**src/design/jcsc_pkg.sv**
```systemverilog
package jcsc_pkg;

  // Default fraction width of the fixed-point coefficients
  localparam int FRAC_BITS_DEF = 16;

  // Color space codes
  localparam logic [2:0] SP_GRAY = 3'd0;
  localparam logic [2:0] SP_RGB  = 3'd1;
  localparam logic [2:0] SP_YCC  = 3'd2;
  localparam logic [2:0] SP_CMYK = 3'd3;
  localparam logic [2:0] SP_YCCK = 3'd4;

  // Register indexes on the configuration port
  localparam logic REG_SOURCE = 1'b0;
  localparam logic REG_TARGET = 1'b1;

  // JFIF coefficients, five decimals, scaled by 100000
  localparam int K_YR  = 29900;
  localparam int K_YG  = 58700;
  localparam int K_YB  = 11400;
  localparam int K_CBR = 16874;
  localparam int K_CBG = 33126;
  localparam int K_HALF = 50000;
  localparam int K_CRG = 41869;
  localparam int K_CRB = 8131;
  localparam int K_RCR = 140200;
  localparam int K_GCB = 34414;
  localparam int K_GCR = 71414;
  localparam int K_BCB = 177200;

  // Selected conversion pair
  typedef struct packed {
    logic [2:0] src;
    logic [2:0] tgt;
  } cfg_t;

  // Round a five-decimal coefficient to nearest with f fraction bits
  function automatic longint fix(input int n, input int f);
    return ((longint'(n) << f) + 64'sd50000) / 64'sd100000;
  endfunction

endpackage

```
**src/design/jpeg_color_space_converter.sv**
```systemverilog
// JPEG color space converter, one pixel per item.
// Input stream (in_*): tdata holds chan_a..chan_d, one byte each from the
// low end; tlast marks the last pixel of the image.
// Output stream (out_*): tdata holds out_a..out_d the same way, tuser is the
// unsupported flag, tlast copies the input tlast.
// Config (cfg_*, APB): source space at address 0, target space at address 4,
// codes 0 gray, 1 RGB, 2 YCbCr, 3 CMYK, 4 YCCK. Write only while no items
// are in flight; reset selects YCbCr to RGB.
// Each item passes through four register stages in order: operand prep,
// products, sums, saturate/select.
// Throughput: one item per clock while out_tready stays high.
// When the receiver stalls, the output holds its item, stages behind it keep
// filling their empty slots, and in_tready drops only once all four stages
// are occupied. Reset empties the pipe; no clearing pass is needed.
module jpeg_color_space_converter #(
  parameter int FRAC_BITS = jcsc_pkg::FRAC_BITS_DEF
) (
  input  logic        clk,
  input  logic        rst_n,
  input  logic        in_tvalid,
  output logic        in_tready,
  input  logic [31:0] in_tdata,     // chan_a, chan_b, chan_c, chan_d
  input  logic        in_tlast,     // last_pixel
  output logic        out_tvalid,
  input  logic        out_tready,
  output logic [31:0] out_tdata,    // out_a, out_b, out_c, out_d
  output logic        out_tuser,    // unsupported
  output logic        out_tlast,    // last_out
  input  logic        cfg_psel,
  input  logic        cfg_penable,
  input  logic        cfg_pwrite,
  input  logic [2:0]  cfg_paddr,
  input  logic [31:0] cfg_pwdata,
  output logic [31:0] cfg_prdata,
  output logic        cfg_pready
);
  import jcsc_pkg::*;

  logic [2:0] src_r, tgt_r;
  logic       wr_en;
  cfg_t       cfg;

  assign cfg_pready = 1'b1;
  assign wr_en = cfg_psel && cfg_penable && cfg_pwrite && cfg_pready;

  // Register writes
  always_ff @(posedge clk) begin
    if (!rst_n) begin
      src_r <= SP_YCC;
      tgt_r <= SP_RGB;
    end else if (wr_en) begin
      if (cfg_paddr[2] == REG_SOURCE) src_r <= cfg_pwdata[2:0];
      else tgt_r <= cfg_pwdata[2:0];
    end
  end

  // Register reads
  always_comb begin
    if (cfg_paddr[2] == REG_TARGET) cfg_prdata = {29'd0, tgt_r};
    else cfg_prdata = {29'd0, src_r};
  end

  assign cfg.src = src_r;
  assign cfg.tgt = tgt_r;

  jcsc_pipe #(
    .FRAC_BITS(FRAC_BITS)
  ) u_pipe (
    .clk       (clk),
    .rst_n     (rst_n),
    .cfg       (cfg),
    .in_tvalid (in_tvalid),
    .in_tready (in_tready),
    .in_tdata  (in_tdata),
    .in_tlast  (in_tlast),
    .out_tvalid(out_tvalid),
    .out_tready(out_tready),
    .out_tdata (out_tdata),
    .out_tuser (out_tuser),
    .out_tlast (out_tlast)
  );

endmodule

```
**src/design/jcsc_pipe.sv**
```systemverilog
module jcsc_pipe #(
  parameter int FRAC_BITS = jcsc_pkg::FRAC_BITS_DEF
) (
  input  logic                clk,
  input  logic                rst_n,
  input  jcsc_pkg::cfg_t      cfg,
  input  logic                in_tvalid,
  output logic                in_tready,
  input  logic [31:0]         in_tdata,   // chan_a, chan_b, chan_c, chan_d
  input  logic                in_tlast,   // last_pixel
  output logic                out_tvalid,
  input  logic                out_tready,
  output logic [31:0]         out_tdata,  // out_a, out_b, out_c, out_d
  output logic                out_tuser,  // unsupported
  output logic                out_tlast   // last_out
);
  import jcsc_pkg::*;

  localparam int ACC_W = FRAC_BITS + 12;
  localparam int NPROD = 13;

  localparam logic signed [ACC_W-1:0] C_YR   = ACC_W'(fix(K_YR, FRAC_BITS));
  localparam logic signed [ACC_W-1:0] C_YG   = ACC_W'(fix(K_YG, FRAC_BITS));
  localparam logic signed [ACC_W-1:0] C_YB   = ACC_W'(fix(K_YB, FRAC_BITS));
  localparam logic signed [ACC_W-1:0] C_CBR  = ACC_W'(fix(K_CBR, FRAC_BITS));
  localparam logic signed [ACC_W-1:0] C_CBG  = ACC_W'(fix(K_CBG, FRAC_BITS));
  localparam logic signed [ACC_W-1:0] C_HALF = ACC_W'(fix(K_HALF, FRAC_BITS));
  localparam logic signed [ACC_W-1:0] C_CRG  = ACC_W'(fix(K_CRG, FRAC_BITS));
  localparam logic signed [ACC_W-1:0] C_CRB  = ACC_W'(fix(K_CRB, FRAC_BITS));
  localparam logic signed [ACC_W-1:0] C_RCR  = ACC_W'(fix(K_RCR, FRAC_BITS));
  localparam logic signed [ACC_W-1:0] C_GCB  = ACC_W'(fix(K_GCB, FRAC_BITS));
  localparam logic signed [ACC_W-1:0] C_GCR  = ACC_W'(fix(K_GCR, FRAC_BITS));
  localparam logic signed [ACC_W-1:0] C_BCB  = ACC_W'(fix(K_BCB, FRAC_BITS));
  localparam logic signed [ACC_W-1:0] C_OFS  = ACC_W'(longint'(128) << FRAC_BITS);
  localparam logic signed [ACC_W-1:0] C_FULL = ACC_W'(longint'(255) << FRAC_BITS);

  typedef enum logic [3:0] {
    MD_PASS,
    MD_G2RGB,
    MD_G2YCC,
    MD_RGB2G,
    MD_RGB2YCC,
    MD_YCC2G,
    MD_YCC2RGB,
    MD_CMYK2YCCK,
    MD_YCCK2CMYK,
    MD_BAD
  } mode_t;

  // Control and raw pixel that travel alongside the arithmetic
  typedef struct packed {
    mode_t       md;
    logic [2:0]  src;
    logic [31:0] pix;
    logic        last;
  } side_t;

  function automatic logic signed [ACC_W-1:0] mul(input logic signed [ACC_W-1:0] x,
                                                  input logic signed [ACC_W-1:0] y);
    return x * y;
  endfunction

  // Floor to integer, clamp to 0..255
  function automatic logic [7:0] sat8(input logic signed [ACC_W-1:0] v);
    logic [7:0] res;
    if (v[ACC_W-1]) res = 8'd0;
    else if (|v[ACC_W-2:FRAC_BITS+8]) res = 8'd255;
    else res = v[FRAC_BITS+7:FRAC_BITS];
    return res;
  endfunction

  // Handshake: each stage moves when it is empty or the next one moves
  logic v0_r, v1_r, v2_r, v3_r;
  logic en0, en1, en2, en3;

  assign en3 = !v3_r || out_tready;
  assign en2 = !v2_r || en3;
  assign en1 = !v1_r || en2;
  assign en0 = !v0_r || en1;
  assign in_tready = en0;

  always_ff @(posedge clk) begin
    if (!rst_n) begin
      v0_r <= 1'b0;
      v1_r <= 1'b0;
      v2_r <= 1'b0;
      v3_r <= 1'b0;
    end else begin
      if (en0) v0_r <= in_tvalid;
      if (en1) v1_r <= v0_r;
      if (en2) v2_r <= v1_r;
      if (en3) v3_r <= v2_r;
    end
  end

  // Stage 0: decode the pair and prepare operands
  mode_t       md_nxt;
  logic [8:0]  fr_nxt, fg_nxt, fb_nxt;
  side_t       sd0_r, sd1_r, sd2_r, sd3_r;
  logic [8:0]  fr0_r, fg0_r, fb0_r;
  logic [7:0]  iy0_r;
  logic signed [8:0] icb0_r, icr0_r;

  always_comb begin
    if (!(cfg.src inside {[SP_GRAY:SP_YCCK]}) || !(cfg.tgt inside {[SP_GRAY:SP_YCCK]}))
      md_nxt = MD_BAD;
    else if (cfg.src == cfg.tgt) md_nxt = MD_PASS;
    else if (cfg.src == SP_GRAY && cfg.tgt == SP_RGB)  md_nxt = MD_G2RGB;
    else if (cfg.src == SP_GRAY && cfg.tgt == SP_YCC)  md_nxt = MD_G2YCC;
    else if (cfg.src == SP_RGB  && cfg.tgt == SP_GRAY) md_nxt = MD_RGB2G;
    else if (cfg.src == SP_RGB  && cfg.tgt == SP_YCC)  md_nxt = MD_RGB2YCC;
    else if (cfg.src == SP_YCC  && cfg.tgt == SP_GRAY) md_nxt = MD_YCC2G;
    else if (cfg.src == SP_YCC  && cfg.tgt == SP_RGB)  md_nxt = MD_YCC2RGB;
    else if (cfg.src == SP_CMYK && cfg.tgt == SP_YCCK) md_nxt = MD_CMYK2YCCK;
    else if (cfg.src == SP_YCCK && cfg.tgt == SP_CMYK) md_nxt = MD_YCCK2CMYK;
    else md_nxt = MD_BAD;
  end

  // CMYK input is inverted to RGB before the forward transform
  always_comb begin
    if (md_nxt == MD_CMYK2YCCK) begin
      fr_nxt = 9'd255 - {1'b0, in_tdata[7:0]};
      fg_nxt = 9'd255 - {1'b0, in_tdata[15:8]};
      fb_nxt = 9'd255 - {1'b0, in_tdata[23:16]};
    end else begin
      fr_nxt = {1'b0, in_tdata[7:0]};
      fg_nxt = {1'b0, in_tdata[15:8]};
      fb_nxt = {1'b0, in_tdata[23:16]};
    end
  end

  always_ff @(posedge clk) begin
    if (en0 && in_tvalid) begin
      sd0_r.md   <= md_nxt;
      sd0_r.src  <= cfg.src;
      sd0_r.pix  <= in_tdata;
      sd0_r.last <= in_tlast;
      fr0_r      <= fr_nxt;
      fg0_r      <= fg_nxt;
      fb0_r      <= fb_nxt;
      iy0_r      <= in_tdata[7:0];
      icb0_r     <= $signed({1'b0, in_tdata[15:8]}) - 9'sd128;
      icr0_r     <= $signed({1'b0, in_tdata[23:16]}) - 9'sd128;
    end
  end

  // Stage 1: all coefficient products
  logic signed [ACC_W-1:0] opr, opg, opb, opcb, opcr;
  logic signed [ACC_W-1:0] prod_nxt [NPROD];
  logic signed [ACC_W-1:0] prod1_r [NPROD];
  logic signed [ACC_W-1:0] yf1_r;

  assign opr  = {{(ACC_W-9){1'b0}}, fr0_r};
  assign opg  = {{(ACC_W-9){1'b0}}, fg0_r};
  assign opb  = {{(ACC_W-9){1'b0}}, fb0_r};
  assign opcb = {{(ACC_W-9){icb0_r[8]}}, icb0_r};
  assign opcr = {{(ACC_W-9){icr0_r[8]}}, icr0_r};

  always_comb begin
    prod_nxt[0]  = mul(C_YR, opr);
    prod_nxt[1]  = mul(C_YG, opg);
    prod_nxt[2]  = mul(C_YB, opb);
    prod_nxt[3]  = mul(C_CBR, opr);
    prod_nxt[4]  = mul(C_CBG, opg);
    prod_nxt[5]  = mul(C_HALF, opb);
    prod_nxt[6]  = mul(C_HALF, opr);
    prod_nxt[7]  = mul(C_CRG, opg);
    prod_nxt[8]  = mul(C_CRB, opb);
    prod_nxt[9]  = mul(C_RCR, opcr);
    prod_nxt[10] = mul(C_GCB, opcb);
    prod_nxt[11] = mul(C_GCR, opcr);
    prod_nxt[12] = mul(C_BCB, opcb);
  end

  always_ff @(posedge clk) begin
    if (en1 && v0_r) begin
      sd1_r   <= sd0_r;
      prod1_r <= prod_nxt;
      yf1_r   <= {{(ACC_W-8){1'b0}}, iy0_r} <<< FRAC_BITS;
    end
  end

  // Stage 2: sums of products
  logic signed [ACC_W-1:0] y2_r, cb2_r, cr2_r, r2_r, g2_r, b2_r;

  always_ff @(posedge clk) begin
    if (en2 && v1_r) begin
      sd2_r <= sd1_r;
      y2_r  <= prod1_r[0] + prod1_r[1] + prod1_r[2];
      cb2_r <= prod1_r[5] - prod1_r[3] - prod1_r[4] + C_OFS;
      cr2_r <= prod1_r[6] - prod1_r[7] - prod1_r[8] + C_OFS;
      r2_r  <= yf1_r + prod1_r[9];
      g2_r  <= yf1_r - prod1_r[10] - prod1_r[11];
      b2_r  <= yf1_r + prod1_r[12];
    end
  end

  // Stage 3: saturate and pick the output channels
  logic [7:0] qa, qb, qc, qd, pa, pb, pc, pd;
  logic       bad_nxt;
  logic [31:0] odata_r;
  logic        obad_r, olast_r;

  assign pa = sd2_r.pix[7:0];
  assign pb = sd2_r.pix[15:8];
  assign pc = sd2_r.pix[23:16];
  assign pd = sd2_r.pix[31:24];

  always_comb begin
    qa = 8'd0;
    qb = 8'd0;
    qc = 8'd0;
    qd = 8'd0;
    bad_nxt = 1'b0;
    case (sd2_r.md)
      MD_PASS: begin
        qa = pa;
        if (sd2_r.src != SP_GRAY) begin
          qb = pb;
          qc = pc;
        end
        if (sd2_r.src == SP_RGB) qd = 8'd255;
        else if (sd2_r.src inside {SP_CMYK, SP_YCCK}) qd = pd;
      end
      MD_G2RGB: begin
        qa = pa;
        qb = pa;
        qc = pa;
        qd = 8'd255;
      end
      MD_G2YCC: begin
        qa = pa;
        qb = 8'd128;
        qc = 8'd128;
      end
      MD_RGB2G: qa = sat8(y2_r);
      MD_RGB2YCC: begin
        qa = sat8(y2_r);
        qb = sat8(cb2_r);
        qc = sat8(cr2_r);
      end
      MD_YCC2G: qa = pa;
      MD_YCC2RGB: begin
        qa = sat8(r2_r);
        qb = sat8(g2_r);
        qc = sat8(b2_r);
        qd = 8'd255;
      end
      MD_CMYK2YCCK: begin
        qa = sat8(y2_r);
        qb = sat8(cb2_r);
        qc = sat8(cr2_r);
        qd = pd;
      end
      MD_YCCK2CMYK: begin
        qa = sat8(C_FULL - r2_r);
        qb = sat8(C_FULL - g2_r);
        qc = sat8(C_FULL - b2_r);
        qd = pd;
      end
      default: bad_nxt = 1'b1;
    endcase
  end

  always_ff @(posedge clk) begin
    if (en3 && v2_r) begin
      sd3_r   <= sd2_r;
      odata_r <= {qd, qc, qb, qa};
      obad_r  <= bad_nxt;
      olast_r <= sd2_r.last;
    end
  end

  assign out_tvalid = v3_r;
  assign out_tdata  = odata_r;
  assign out_tuser  = obad_r;
  assign out_tlast  = olast_r;

  // An unsupported pair carries all-zero channels
  a_bad_zero: assert property (@(posedge clk) disable iff (!rst_n)
    out_tvalid && out_tuser |-> out_tdata == 32'd0)
    else $error("unsupported item with nonzero channels");

  // Input backpressure only comes from a full pipe stalled at the output
  a_full_stall: assert property (@(posedge clk) disable iff (!rst_n)
    !in_tready |-> v0_r && v1_r && v2_r && out_tvalid && !out_tready)
    else $error("input stalled while pipe has room");

  // An item in stage 2 reaches the output register when it may move
  a_advance: assert property (@(posedge clk) disable iff (!rst_n)
    v2_r && en3 |=> v3_r)
    else $error("item lost between stage 2 and output");

  // A YCbCr to RGB result always carries full alpha
  a_alpha: assert property (@(posedge clk) disable iff (!rst_n)
    v3_r && sd3_r.md == MD_YCC2RGB |-> out_tdata[31:24] == 8'd255)
    else $error("RGB output without full alpha");

  // Reset empties the pipe
  a_reset: assert property (@(posedge clk) !rst_n |=> !out_tvalid)
    else $error("output valid after reset");

endmodule

```
**config.mk**
```make
export PLATFORM = sky130hd
export DESIGN_NAME = jpeg_color_space_converter
export DESIGN_NICKNAME = d
export VERILOG_FILES = /design/src/design/jcsc_pkg.sv /design/src/design/jpeg_color_space_converter.sv /design/src/design/jcsc_pipe.sv
export SDC_FILE = /design/constraint.sdc
export NUM_CORES = 2
export LEC_CHECK = 0
export BUFFER_PORTS_ARGS = -buffer_cell sky130_fd_sc_hd__buf_2
export CAP_MARGIN = 40
export CORE_ASPECT_RATIO = 0.75
export CORE_UTILIZATION = 46
export CTS_CLUSTER_SIZE = 16
export DETAILED_ROUTE_END_ITERATION = 7
export SYNTH_ARGS = -nofsm -noshare
export SYNTH_HDL_FRONTEND = slang
export SYNTH_SLANG_ARGS = --single-unit
export TNS_END_PERCENT = 5
```
**constraint.sdc**
```tcl
create_clock -name clk -period 22.1 [get_ports clk]
set_clock_uncertainty 0.2 [all_clocks]
set_input_delay 1.105 -clock clk [delete_from_list [all_inputs] [get_ports clk]]
set_output_delay 1.105 -clock clk [all_outputs]
set_load 0.02 [all_outputs]
```
==> flow_summary.yaml <==
timing:
  hold_viol: 0
  tns_ps: 0
  min_period_over_period_pct: 27.7
  hold_slack_ps: 214
  rsz0062_at_grt: "false"
  period_minus_slack_ps: 6130
  worst_slack_ps: 15970
  setup_violations: 0
  slew_violations: 0
  tightest_slew_ps: 956
  maxSlewHeadroom_pct: 36.3
  fmax_ghz: 0.163
grt:
  use_met3_pct: 7.48
  antenna_found_initial: 13
  gr-total-overflow: 0
  use_met1_pct: 38.1
  grt_pass1_vias: 27493
  grt_pass1_wl_um: 168000
  track_usage_pct: 22.8
  grt_max_degree: 159
  grt_util_met2_pct: 27.5
  top_usage_layer: "met1"
detailed_routing:
  avgViaCountPerCell: 5.24
  firstDrtPassIters: 5
  antenna_left: 0
  vias: 28630
  finalWirelength_um: 111000
  wire_per_inst_um: 20.3
  drt_iter0_markers: 2348
  drc_errors: 0
power:
  power_leakage_uw: 0.0228
  ir_drop_uv: 75.2
  power-per-cell-area_nw_per_um2: 133
final_layout:
  postLayoutCoreUtil_pct: 50.9
  n_fill_cell: 8513
  syn_to_final_growth_pct: 8.98
  fin_cells: 5461
  mostFrequentLayoutCells: "764 x inv_1, 764 x ha_1, 539 x edfxtp_1"
  final_layout_size_suffix_gt1_share_pct: 6.08
  final_nets: 5253
synthesis:
  synth_edf_count: 539
  synth_ff_type: "edfxtp_1"
  synth-seq-cells: 549
  syn_area_per_cell_um2: 11.3
  postSynth.asyncResetShare_pct: 0
  synth_area_um2: 44900
  ys_warn_count: 0
  ys_types: 80
  synth_cells: 3960
  ys_seq_area_share_pct: 36.5
run:
  maxCapViolations: 0
outcome:
  outcome: "completed"
clocking:
  post_cts_buffers: 0
  worstSkewPairLatency_ps: 660
  cts_buffers: 56
  clock_tree.root_cell: "clkbuf_16"
  cts_tree: "done"
  cts_buffer_depth: 3
  cts_resized: 0
  cts.hold.buffers_added: 0
  clk_pin_slew_ps: 60
  cts.sinks: 549
  htree_levels: 2
placed_design:
  port_buffers: 82
  hpwl_um: 90300
  place_ws_ps: 16030
  dp_cells: 5349
  place_congestion: 0.917
die:
  core_area_um2: 96000
  rows: 98
  initial_core_util_pct: 46.7
  chipWidth_um: 363
  pin_count: 144
  dieHeight_um: 272
  die-area_um2: 98800
critical_path:
  crit_path_max_fanout: 11
  required_ps: 22280
  critPathCapture: "u_pipe.prod1_r[25]"
  arrival_ps: 6320
  r2r_setup_slack_ps: 15970
  end_kind: "flop"
  reg2regPathDepth: 19
  crit_chain: "inv_1 -> ha_1 -> inv_1 -> ha_1 -> inv_1 -> fa_1 -> inv_1 -> fa_1 -> ha_1 -> ha_1 -> o21ai_0 -> o21bai_1 -> a221oi_1 -> o21ai_0 -> o41ai_2 -> o2111ai_1 -> a21oi_1 -> o21ai_1 -> xor2_1"
  critPathSlowestCell: "edfxtp_1"
  startpoint: "u_pipe.icb0_r[6]"
  r2r_start: "u_pipe.icb0_r[6]"
  crit_type: "flop to flop"
  crit_path_start_kind: "flop"
  r2r-end: "u_pipe.prod1_r[25]"
  worst_path_largest_cell_delay_ps: 850
worst_hold_path:
  holdPathStages: 0
  hp-class: "flop to flop"
  min_from: "u_pipe.sd1_r[24]"
==> worst min-delay path by stage <==
stage | slack, ps | endpoint
6_report | 210 | u_pipe.pc[7]
5_1_grt | 220 | u_pipe.sd1_r[37]
4_1_cts | 210 | u_pipe.sd1_r[37]
3_5_place_dp | 200 | u_pipe.pb[3]
3_3_place_gp | 200 | u_pipe.pc[6]
2_1_floorplan | 200 | u_pipe.b2_r[10]
==> logic make-up (layout without fill, tap and decap cells) <==
logic type                 Yosys count  count (layout)  synth area share [%]
adders and majority gates         1067            1067                  34.8
xor gates and xnor gates           277             277                  5.41
and+or+nand+nor                    613             613                  6.50
other                                2              33                0.0167
buffers and inverters              811             981                  7.04
DFF                                549             549                  36.5
muxes                                9               9                 0.206
AOI/OAI and AO/OA                  632             632                  9.47
==> layout make-up <==
class,instances,area [um2],share of cell area (%)
multi-input combinational,2628,25500,52.1
timing repair buffer,112,703,1.44
antenna,3,7.51,0.0154
clock buffer,60,1420,2.90
inverter,764,2870,5.87
tap,1300,1630,3.33
sequential,549,16400,33.5
clock inverter,45,408,0.834
==> metal layers <==
metal | wire length, um | share of wire (%) | vias up
li1 | - | - | 13893
met1 | 59100 | 53 | 13820
met2 | 38900 | 35 | 811
met3 | 11200 | 10 | 94
met4 | 1380 | 1.2 | 12
met5 | 84 | 0.076 | -
==> sequential cells by signal (all words and copies together) (netlist names), 9 cells and up <==
register and cells:
u_pipe.sd1_r 37, u_pipe.prod1_r 254, u_pipe.b2_r 23, u_pipe.cb2_r 12, u_pipe.g2_r 27, u_pipe.sd0_r 19, u_pipe.cr2_r 12, u_pipe.out_tdata 32
u_pipe.r2_r 28, u_pipe.y2_r 9
==> Yosys cell counts, types with 17 or more instances <==
library cell	count	area [um2]
buf_4	30	225
nor2_1	202	758
edfxtp_1	539	16200
o21a_1	39	293
ha_1	764	9560
inv_1	764	2870
o21bai_1	35	263
o2111ai_1	21	184
o21ai_0	125	626
nand3_1	55	275
a21o_1	75	563
nor3_1	58	290
or2_2	20	125
a211oi_1	18	135
nand2b_1	20	125
and3_1	19	119
or3_1	22	138
nor2b_1	39	244
nand2_1	122	458
o211ai_1	17	128
xnor2_1	203	1780
a21oi_1	171	856
fa_1	303	6070
xor2_1	74	648
==> per-stage QoR <==
stage,power (uW),instance area [um2]
after global routing,7050,48900
after detailed placement,5490,47000
after floorplan,4460,45000
after global placement,5460,46900
after CTS,6500,48900
final,6490,48900
==> where the power goes <==
| part | switching (uW) | internal [uW] |
|---|---|---|
| Sequential | 111 | 1570 |
| Clock | 423 | 534 |
| Combinational | 2250 | 1590 |
==> critical path, delay by kind of cell (launching register included) <==
family,cells,cell delay [ps]
fa+ha+maj,6,2250
buf+inv,4,540
flops,1,850
compound gates,8,1860
xor+xnor,1,160
(Power assumes the default switching activity.)
